File: src/rtl/keyed_state_table_with_eviction_defines.svh
// Assertion macros for the keyed state table.
// Taken in by keyed_state_table_with_eviction, which carries concurrent checks; depends on nothing else.
`ifndef KEYED_STATE_TABLE_WITH_EVICTION_DEFINES_SVH
`define KEYED_STATE_TABLE_WITH_EVICTION_DEFINES_SVH

// Same-cycle implication, disabled during reset.
`define KSTE_ASSERT_NOW(label, clk, rst, ante, cons) \
   label: assert property (@(posedge clk) disable iff (rst) (ante) |-> (cons)) \
      else $error("keyed state table check failed");

// Next-cycle implication, disabled during reset.
`define KSTE_ASSERT_NEXT(label, clk, rst, ante, cons) \
   label: assert property (@(posedge clk) disable iff (rst) (ante) |=> (cons)) \
      else $error("keyed state table check failed");

`endif

File: src/rtl/kste_pkg.sv
// Shared types and constants of the keyed state table.
// Used by kste_cell and keyed_state_table_with_eviction; depends on nothing.
package kste_pkg;

   localparam int KEY_W           = 32;
   localparam int VALUE_W         = 32;
   localparam int ENTRIES_DEFAULT = 16;
   localparam int REQ_TDATA_W     = KEY_W + VALUE_W;
   localparam int RSP_TDATA_W     = VALUE_W;

   // Item kinds carried on the request tuser bit.
   localparam logic MODE_READ  = 1'b0;
   localparam logic MODE_WRITE = 1'b1;

   typedef logic [KEY_W-1:0]   key_type;
   typedef logic [VALUE_W-1:0] value_type;

   // Broadcast control from the top level to every cell.
   typedef struct packed {
      logic write;  // an accepted write beat
      logic miss;   // its key matches no valid cell
   } cell_ctrl_type;

endpackage

File: src/rtl/kste_cell.sv
// One slot of the table: a key, a value and a valid flag.
// Depends on kste_pkg; instantiated in a row by keyed_state_table_with_eviction.
module kste_cell (
   input  logic                   clock,
   input  logic                   reset,
   input  kste_pkg::cell_ctrl_type ctrl,
   input  kste_pkg::key_type      item_key,
   input  kste_pkg::value_type    item_value,
   input  logic                   prev_valid,
   input  logic                   shift_in,
   input  kste_pkg::key_type      next_key,
   input  kste_pkg::value_type    next_value,
   input  logic                   next_valid,
   output kste_pkg::key_type      key,
   output kste_pkg::value_type    value,
   output logic                   valid,
   output logic                   hit,
   output logic                   shift_out
);

   kste_pkg::key_type   key_ff, key_in;
   kste_pkg::value_type value_ff, value_in;
   logic                valid_ff, valid_in;

   // Key compare and the shift chain towards the newer end.
   assign hit       = valid_ff && (key_ff == item_key);
   assign shift_out = shift_in || (ctrl.write && hit);

   // A shifting cell takes its newer neighbour, or the new item if it was the newest.
   // An empty cell directly after the newest one takes a missing key's item.
   always_comb begin
      key_in   = key_ff;
      value_in = value_ff;
      valid_in = valid_ff;
      if (shift_out && valid_ff) begin
         if (next_valid) begin
            key_in   = next_key;
            value_in = next_value;
         end else begin
            key_in   = item_key;
            value_in = item_value;
         end
      end else if (ctrl.write && ctrl.miss && !valid_ff && prev_valid) begin
         key_in   = item_key;
         value_in = item_value;
         valid_in = 1'b1;
      end
   end

   // Valid flag is control state; key and value are payload.
   always_ff @(posedge clock) begin
      if (reset) begin
         valid_ff <= 1'b0;
      end else begin
         valid_ff <= valid_in;
      end
   end

   always_ff @(posedge clock) begin
      key_ff   <= key_in;
      value_ff <= value_in;
   end

   assign key   = key_ff;
   assign value = value_ff;
   assign valid = valid_ff;

endmodule

File: src/rtl/keyed_state_table_with_eviction.sv
// Top level of the keyed state table: a row of kste_cell slots and the result register.
// Depends on kste_pkg, kste_cell and keyed_state_table_with_eviction_defines.svh.
//
// Usage: each request beat carries a key and, for writes, a new value; tuser selects
// read or write. A read returns one response beat with a found flag and the stored
// value (zero when absent). A write returns nothing: a present key is updated and
// becomes the newest entry; an absent key is appended, the oldest entry being dropped
// first when all ENTRIES cells are in use.
// A read response is registered and presented in the cycle after its request beat is taken.
// Throughput: one item per cycle while req_tready is high. Every cell compares its key in parallel and moves
// one slot along the row in the same cycle, so the row of cells never holds requests back.
// Reset clears every valid flag, so the table starts empty at once; no clearing pass.
// When the receiver stalls, the held response stays put and new requests are taken
// only while the response register is empty or being emptied in that cycle.
`include "keyed_state_table_with_eviction_defines.svh"

module keyed_state_table_with_eviction #(
   parameter int ENTRIES = kste_pkg::ENTRIES_DEFAULT
) (
   input  logic                               clock,
   input  logic                               reset,
   input  logic                               req_tvalid,
   output logic                               req_tready,
   input  logic [kste_pkg::REQ_TDATA_W-1:0]   req_tdata,  // key, new_value
   input  logic                               req_tuser,  // mode
   output logic                               rsp_tvalid,
   input  logic                               rsp_tready,
   output logic [kste_pkg::RSP_TDATA_W-1:0]   rsp_tdata,  // value
   output logic                               rsp_tuser   // found
);

   kste_pkg::key_type       item_key;
   kste_pkg::value_type     item_value;
   logic                    accept;
   logic                    is_write;
   logic                    any_hit;
   logic                    full;
   kste_pkg::cell_ctrl_type ctrl;

   kste_pkg::key_type       cell_key   [ENTRIES];
   kste_pkg::value_type     cell_value [ENTRIES];
   logic [ENTRIES-1:0]      valid_vec;
   logic [ENTRIES-1:0]      hit_vec;
   logic [ENTRIES:0]        shift_c;

   kste_pkg::value_type     read_value;
   logic                    rsp_valid_ff, rsp_valid_in;
   logic                    rsp_found_ff, rsp_found_in;
   kste_pkg::value_type     rsp_value_ff, rsp_value_in;

   // Request unpacking and handshake.
   assign item_key   = req_tdata[kste_pkg::KEY_W-1:0];
   assign item_value = req_tdata[kste_pkg::REQ_TDATA_W-1:kste_pkg::KEY_W];
   assign req_tready = !rsp_valid_ff || rsp_tready;
   assign accept     = req_tvalid && req_tready;
   assign is_write   = accept && (req_tuser == kste_pkg::MODE_WRITE);

   // Broadcast control; a write that misses on a full table shifts the whole row.
   assign any_hit    = |hit_vec;
   assign full       = valid_vec[ENTRIES-1];
   assign ctrl.write = is_write;
   assign ctrl.miss  = !any_hit;
   assign shift_c[0] = is_write && !any_hit && full;

   // The row of cells, slot 0 oldest.
   for (genvar i = 0; i < ENTRIES; i++) begin : g_cell
      logic                prev_valid;
      kste_pkg::key_type   next_key;
      kste_pkg::value_type next_value;
      logic                next_valid;

      if (i == 0) begin : g_first
         assign prev_valid = 1'b1;
      end else begin : g_rest
         assign prev_valid = valid_vec[i-1];
      end

      if (i == ENTRIES - 1) begin : g_last
         assign next_key   = '0;
         assign next_value = '0;
         assign next_valid = 1'b0;
      end else begin : g_inner
         assign next_key   = cell_key[i+1];
         assign next_value = cell_value[i+1];
         assign next_valid = valid_vec[i+1];
      end

      kste_cell u_cell (
         .clock      (clock),
         .reset      (reset),
         .ctrl       (ctrl),
         .item_key   (item_key),
         .item_value (item_value),
         .prev_valid (prev_valid),
         .shift_in   (shift_c[i]),
         .next_key   (next_key),
         .next_value (next_value),
         .next_valid (next_valid),
         .key        (cell_key[i]),
         .value      (cell_value[i]),
         .valid      (valid_vec[i]),
         .hit        (hit_vec[i]),
         .shift_out  (shift_c[i+1])
      );
   end

   // Read data: at most one cell matches, so the masked values are OR-ed together.
   always_comb begin
      read_value = '0;
      for (int i = 0; i < ENTRIES; i++) begin
         read_value = read_value | (cell_value[i] & {kste_pkg::VALUE_W{hit_vec[i]}});
      end
   end

   // Response register.
   always_comb begin
      rsp_valid_in = rsp_valid_ff;
      rsp_found_in = rsp_found_ff;
      rsp_value_in = rsp_value_ff;
      if (rsp_valid_ff && rsp_tready) begin
         rsp_valid_in = 1'b0;
      end
      if (accept && (req_tuser == kste_pkg::MODE_READ)) begin
         rsp_valid_in = 1'b1;
         rsp_found_in = any_hit;
         rsp_value_in = read_value;
      end
   end

   always_ff @(posedge clock) begin
      if (reset) begin
         rsp_valid_ff <= 1'b0;
      end else begin
         rsp_valid_ff <= rsp_valid_in;
      end
   end

   always_ff @(posedge clock) begin
      rsp_found_ff <= rsp_found_in;
      rsp_value_ff <= rsp_value_in;
   end

   assign rsp_tvalid = rsp_valid_ff;
   assign rsp_tdata  = rsp_value_ff;
   assign rsp_tuser  = rsp_found_ff;

   // Occupied cells always form a run from the oldest slot.
   `KSTE_ASSERT_NOW(a_valid_prefix, clock, reset, 1'b1,
      (valid_vec & (valid_vec + ENTRIES'(1))) == {ENTRIES{1'b0}})
   // No key is held twice.
   `KSTE_ASSERT_NOW(a_single_hit, clock, reset, 1'b1, $onehot0(hit_vec))
   // A new key on a table with room adds exactly one entry.
   `KSTE_ASSERT_NEXT(a_append_grows, clock, reset, is_write && !any_hit && !full,
      $countones(valid_vec) == $past($countones(valid_vec)) + 1)
   // Every accepted read presents a response in the next cycle.
   `KSTE_ASSERT_NEXT(a_read_responds, clock, reset,
      accept && (req_tuser == kste_pkg::MODE_READ), rsp_tvalid)

endmodule
File: config.mk
export PLATFORM = sky130hd
export DESIGN_NAME = keyed_state_table_with_eviction
export DESIGN_NICKNAME = d
export VERILOG_FILES = /design/src/rtl/kste_pkg.sv /design/src/rtl/kste_cell.sv /design/src/rtl/keyed_state_table_with_eviction.sv
export VERILOG_INCLUDE_DIRS = /design/src /design/src/rtl
export SDC_FILE = /design/constraint.sdc
export NUM_CORES = 2
export LEC_CHECK = 0
export BUFFER_PORTS_ARGS = -buffer_cell sky130_fd_sc_hd__buf_4
export CAP_MARGIN = 25
export CORE_MARGIN = 2
export CORE_UTILIZATION = 40
export DETAILED_ROUTE_END_ITERATION = 10
export SYNTH_ARGS = -nofsm -noshare
export SYNTH_HDL_FRONTEND = slang
export SYNTH_SLANG_ARGS = --single-unit
export TNS_END_PERCENT = 30
File: constraint.sdc
create_clock -name clock -period 22.4 [get_ports clock]
set_input_delay 5.6 -clock clock [delete_from_list [all_inputs] [get_ports clock]]
set_output_delay 5.6 -clock clock [all_outputs]
set_load 0.02 [all_outputs]
==> metrics.md <==
| Metric | Value |
|---|---|
| Result of the run | `finished clean` |
| Worst-Skew Late Latency | `740 ps` |
| CTS HTree Levels | `3` |
| Remaining max-slew budget at the tightest pin | `0.280` |
| Via density per instance | `5.80` |
| Worst clock skew on the final layout | `35.5 ps` |
| Yosys top cell by area | `edfxtp_1` |
| Total half-perimeter wirelength after legalization and detailed placement | `92.3 mm` |
| Gpl congestion | `0.830` |
| Capturing element type of the critical path | `output port` |
| Global-route wire length before repair | `223 mm` |
| Standard cell with the maximum stage delay on the critical path | `nand2b_1` |
| Worst hold start | `g_cell[3].u_cell.valid` |
| Cell family contributing the most delay on the critical path | `buffers and inverters` |
| Antenna violations before repair | `2` |
| Aggregate global-route resource usage | `0.223` |
| Hold EP | `g_cell[3].u_cell.valid` |
| RR Endpoint | `g_cell[0].u_cell.key[29]` |
| Final-layout setup total negative slack | `0 ps` |
| Cell types with the largest area share after synthesis | `edfxtp_1 (59%), mux2_2 (20%), xor2_1 (6.1%)` |
| Upper clock frequency limit | `85.5 MHz` |
| Inserted Clock Buffers | `114` |
| Worst setup path category | `in -> out` |
| Count of buffers added by post-CTS timing repair for setup | `0` |
| R2R setup slack | `16490 ps` |
| Count of synthesis-stage warnings from yosys | `0` |
| Final Util | `0.446` |
| Part of the Yosys area used for sequential elements | `0.598` |
| Average size of a mapped cell | `15.3 um^2` |
| Number of clock sinks | `1074` |
| Final period utilization | `0.522` |
| Detailed-route DRC error count | `0` |
| Synthesized net count | `3581` |
| First-pass detailed-route iteration total | `6` |
| Area share of the leading cell type in the synthesized netlist | `0.592` |
| Number of max-slew violations in the final report | `0` |
| Worst-path cell chain | `buf_4, nand2b_1, buf_4` |
| Max-capacitance violation count | `0` |
| Arrival time at the worst endpoint | `6090 ps` |
| Hold Path Cell Cnt | `1` |
| Yosys reg bits | `1074` |
| CP peak stage delay | `200 ps` |
| CP startpoint kind | `input pin` |
| Area occupied by registers | `32100 um^2` |
| Slew at the pin closest to its max-slew limit | `1080 ps` |
| Power per unit of standard cell area | `72.2 nW/um^2` |
| Number of flops mapped to enable cells by yosys | `1057` |
| Count of antenna-violating nets left after detailed routing | `0` |
| Type of the worst min-delay path | `reg -> reg` |
| NumNets Final | `3554` |
| Total congestion overflow | `0` |
| Largest net degree at the start of global routing | `65` |
| Vertical die dimension | `370 um` |
| Area of placed instances | `55800 um^2` |
| Leak pwr | `19.1 nW` |
| Worst-path fanout max | `5` |
| Unrepaired setup endpoints after global routing | `no` |
| TritonCTS clock tree | `yes` |
| Count of buffer and inverter cells on the critical path | `2` |
| Number of global-route vias before repair | `31155` |
| Top-count cell post-synth | `edfxtp_1` |
| Layout cell share with drive strength beyond 1 | `0.369` |
| Fin crit period | `11690 ps` |
| Hold Fails Final Rpt | `0` |
| Post-route cell area | `59500 um^2` |
| Most common cell on crit path | `buf_4` |
| Initial Utilization | `0.402` |
| Post-synth top flop | `edfxtp_1` |
| Hold bufs inserted after CTS | `0` |
| Startpoint of the worst-slack reg-to-reg timing path | `g_cell[1].u_cell.key[11]` |
| Number of standard cells after synthesis | `3512` |
| Worst ir drop on vdd | `0.0000601 V` |
| Area growth from synthesis to final layout | `11.0%` |
| Required time of the critical path | `16800 ps` |
| Number of unique standard cell types used by synthesis | `61` |
| Worst setup timing slack at the placement stage | `10710 ps` |
| Netlist area before placement | `53600 um^2` |
| Boundary pin count | `104` |
| Area of the multi-input gates | `20200 um^2` |
| Async set-or-reset flop fraction in the synthesized netlist | `0` |
| Number of cells traversed by the worst register-to-register path | `11` |
| Number of DRC markers in iteration 0 | `2998` |
| Number of I/O port buffers | `103` |
| Synth cell count leaders | `edfxtp_1 (1057), mux2_2 (940), xor2_1 (375)` |
| Width of the die | `370 um` |
| CTS-repair resized insts | `0` |
| Vias after detailed routing | `31047` |
| Setup WS post-layout | `10710 ps` |
| Row Count | `134` |
| Core region area | `133000 um^2` |
| Final setup violating endpoints | `0` |
| Full die area | `137000 um^2` |
| Routed len/inst | `29.0 um` |
| Reg clk slew, reported paths | `60 ps` |
| Number of buffers between clock root and the deepest sink | `3` |
| Number of fillers in the final layout | `11760` |
| Cell chosen for the clock root | `clkbuf_16` |
| Post-detailed-routing wire length | `155 mm` |
[cell type report]
cell class / count / area share
clock buffer: 152 / 0.0517
clock inverter: 57 / 0.00829
sequential: 1074 / 0.539
timing repair buffer: 171 / 0.0230
antenna: 5 / 0.000210
inverter: 23 / 0.00145
tap: 1768 / 0.0372
multi-input combinational: 2101 / 0.339
[cells in the final DEF, fill, tap and decap left out, types with 9 or more instances in the layout]
| cell type | count |
|---|---|
| clkinv_1 | 23 |
| buf_4 | 165 |
| nand3_1 | 33 |
| nor3_1 | 18 |
| nand3b_1 | 9 |
| mux2_2 | 940 |
| edfxtp_1 | 1057 |
| clkbuf_1 | 32 |
| dfxtp_1 | 17 |
| nand2b_1 | 18 |
| nand2_1 | 23 |
| a22o_1 | 134 |
| xor2_1 | 375 |
| nor4_1 | 93 |
| nor2b_1 | 9 |
| nand4_1 | 64 |
| xnor2_1 | 110 |
| nor2_1 | 11 |
| clkbuf_16 | 116 |
| mux2_1 | 17 |
| a21oi_4 | 13 |
| a221oi_1 | 128 |
| o21ai_0 | 13 |
| clkinv_2 | 18 |
| inv_1 | 23 |
[stage by stage]
step           instances  power, W  hold WS, ps
2_1_floorplan       3512   0.00243          464
3_3_place_gp        5131   0.00248          541
3_5_place_dp        5133   0.00249          531
4_1_cts             5342   0.00433          551
5_1_grt             5348   0.00442          577
6_report            5351   0.00429          553
[worst max path at each step]
stage	from	to	slack (ps)	cells past startpoint
2_1_floorplan	req_tdata[22]	g_cell[4].u_cell.key[0]	9120	12
3_3_place_gp	rsp_tready	req_tready	10710	3
3_5_place_dp	rsp_tready	req_tready	10710	3
4_1_cts	rsp_tready	req_tready	10710	3
5_1_grt	rsp_tready	req_tready	10670	3
6_report	rsp_tready	req_tready	10710	3
[report_power, final]
part,leakage [nW],total [W],internal (W),switching (W)
Clock,1.75,0.00185,0.00104,0.000807
Combinational,7.72,0.000220,0.0000991,0.000121
Sequential,9.68,0.00222,0.00222,0.00000576
Total,19.1,0.00429,0.00336,0.000935
[logic make-up after synthesis]
logic type	count (synthesis)	synth area share
DFF	1074	0.598
muxes	960	0.202
xor gates and xnor gates	485	0.0792
buffers and inverters	337	0.0321
AOI/OAI and AO/OA	328	0.0515
and+or+nand+nor	328	0.0373
[per-layer routing]
metal / global-route usage / share of wire / up-vias
met5: 0 / 0 / -
met4: 0.0770 / 0.032 / 0
met3: 0.0321 / 0.061 / 286
met2: 0.381 / 0.49 / 1223
met1: 0.290 / 0.41 / 15894
li1: - / - / 13644
[flip-flops by register name, indices dropped and copies added (netlist names)]
signal	cells
rsp_tdata	32
g_cell.u_cell.key	512
g_cell.u_cell.value	512
rsp_tvalid	1
rsp_tuser	1
g_cell.u_cell.valid	16
[worst register-to-register path, cell delays in order, from the launching register on]
cell and delay (ps):
edfxtp_1 450, xnor2_1 160, nand4_1 130, nor4_1 90
and3_2 200, buf_4 340, nor4_2 890, nand3_2 420
nor2_1 940, a21oi_1 230, nor2_4 820, buf_4 790
Note: power is estimated with default switching activity, not from simulation.
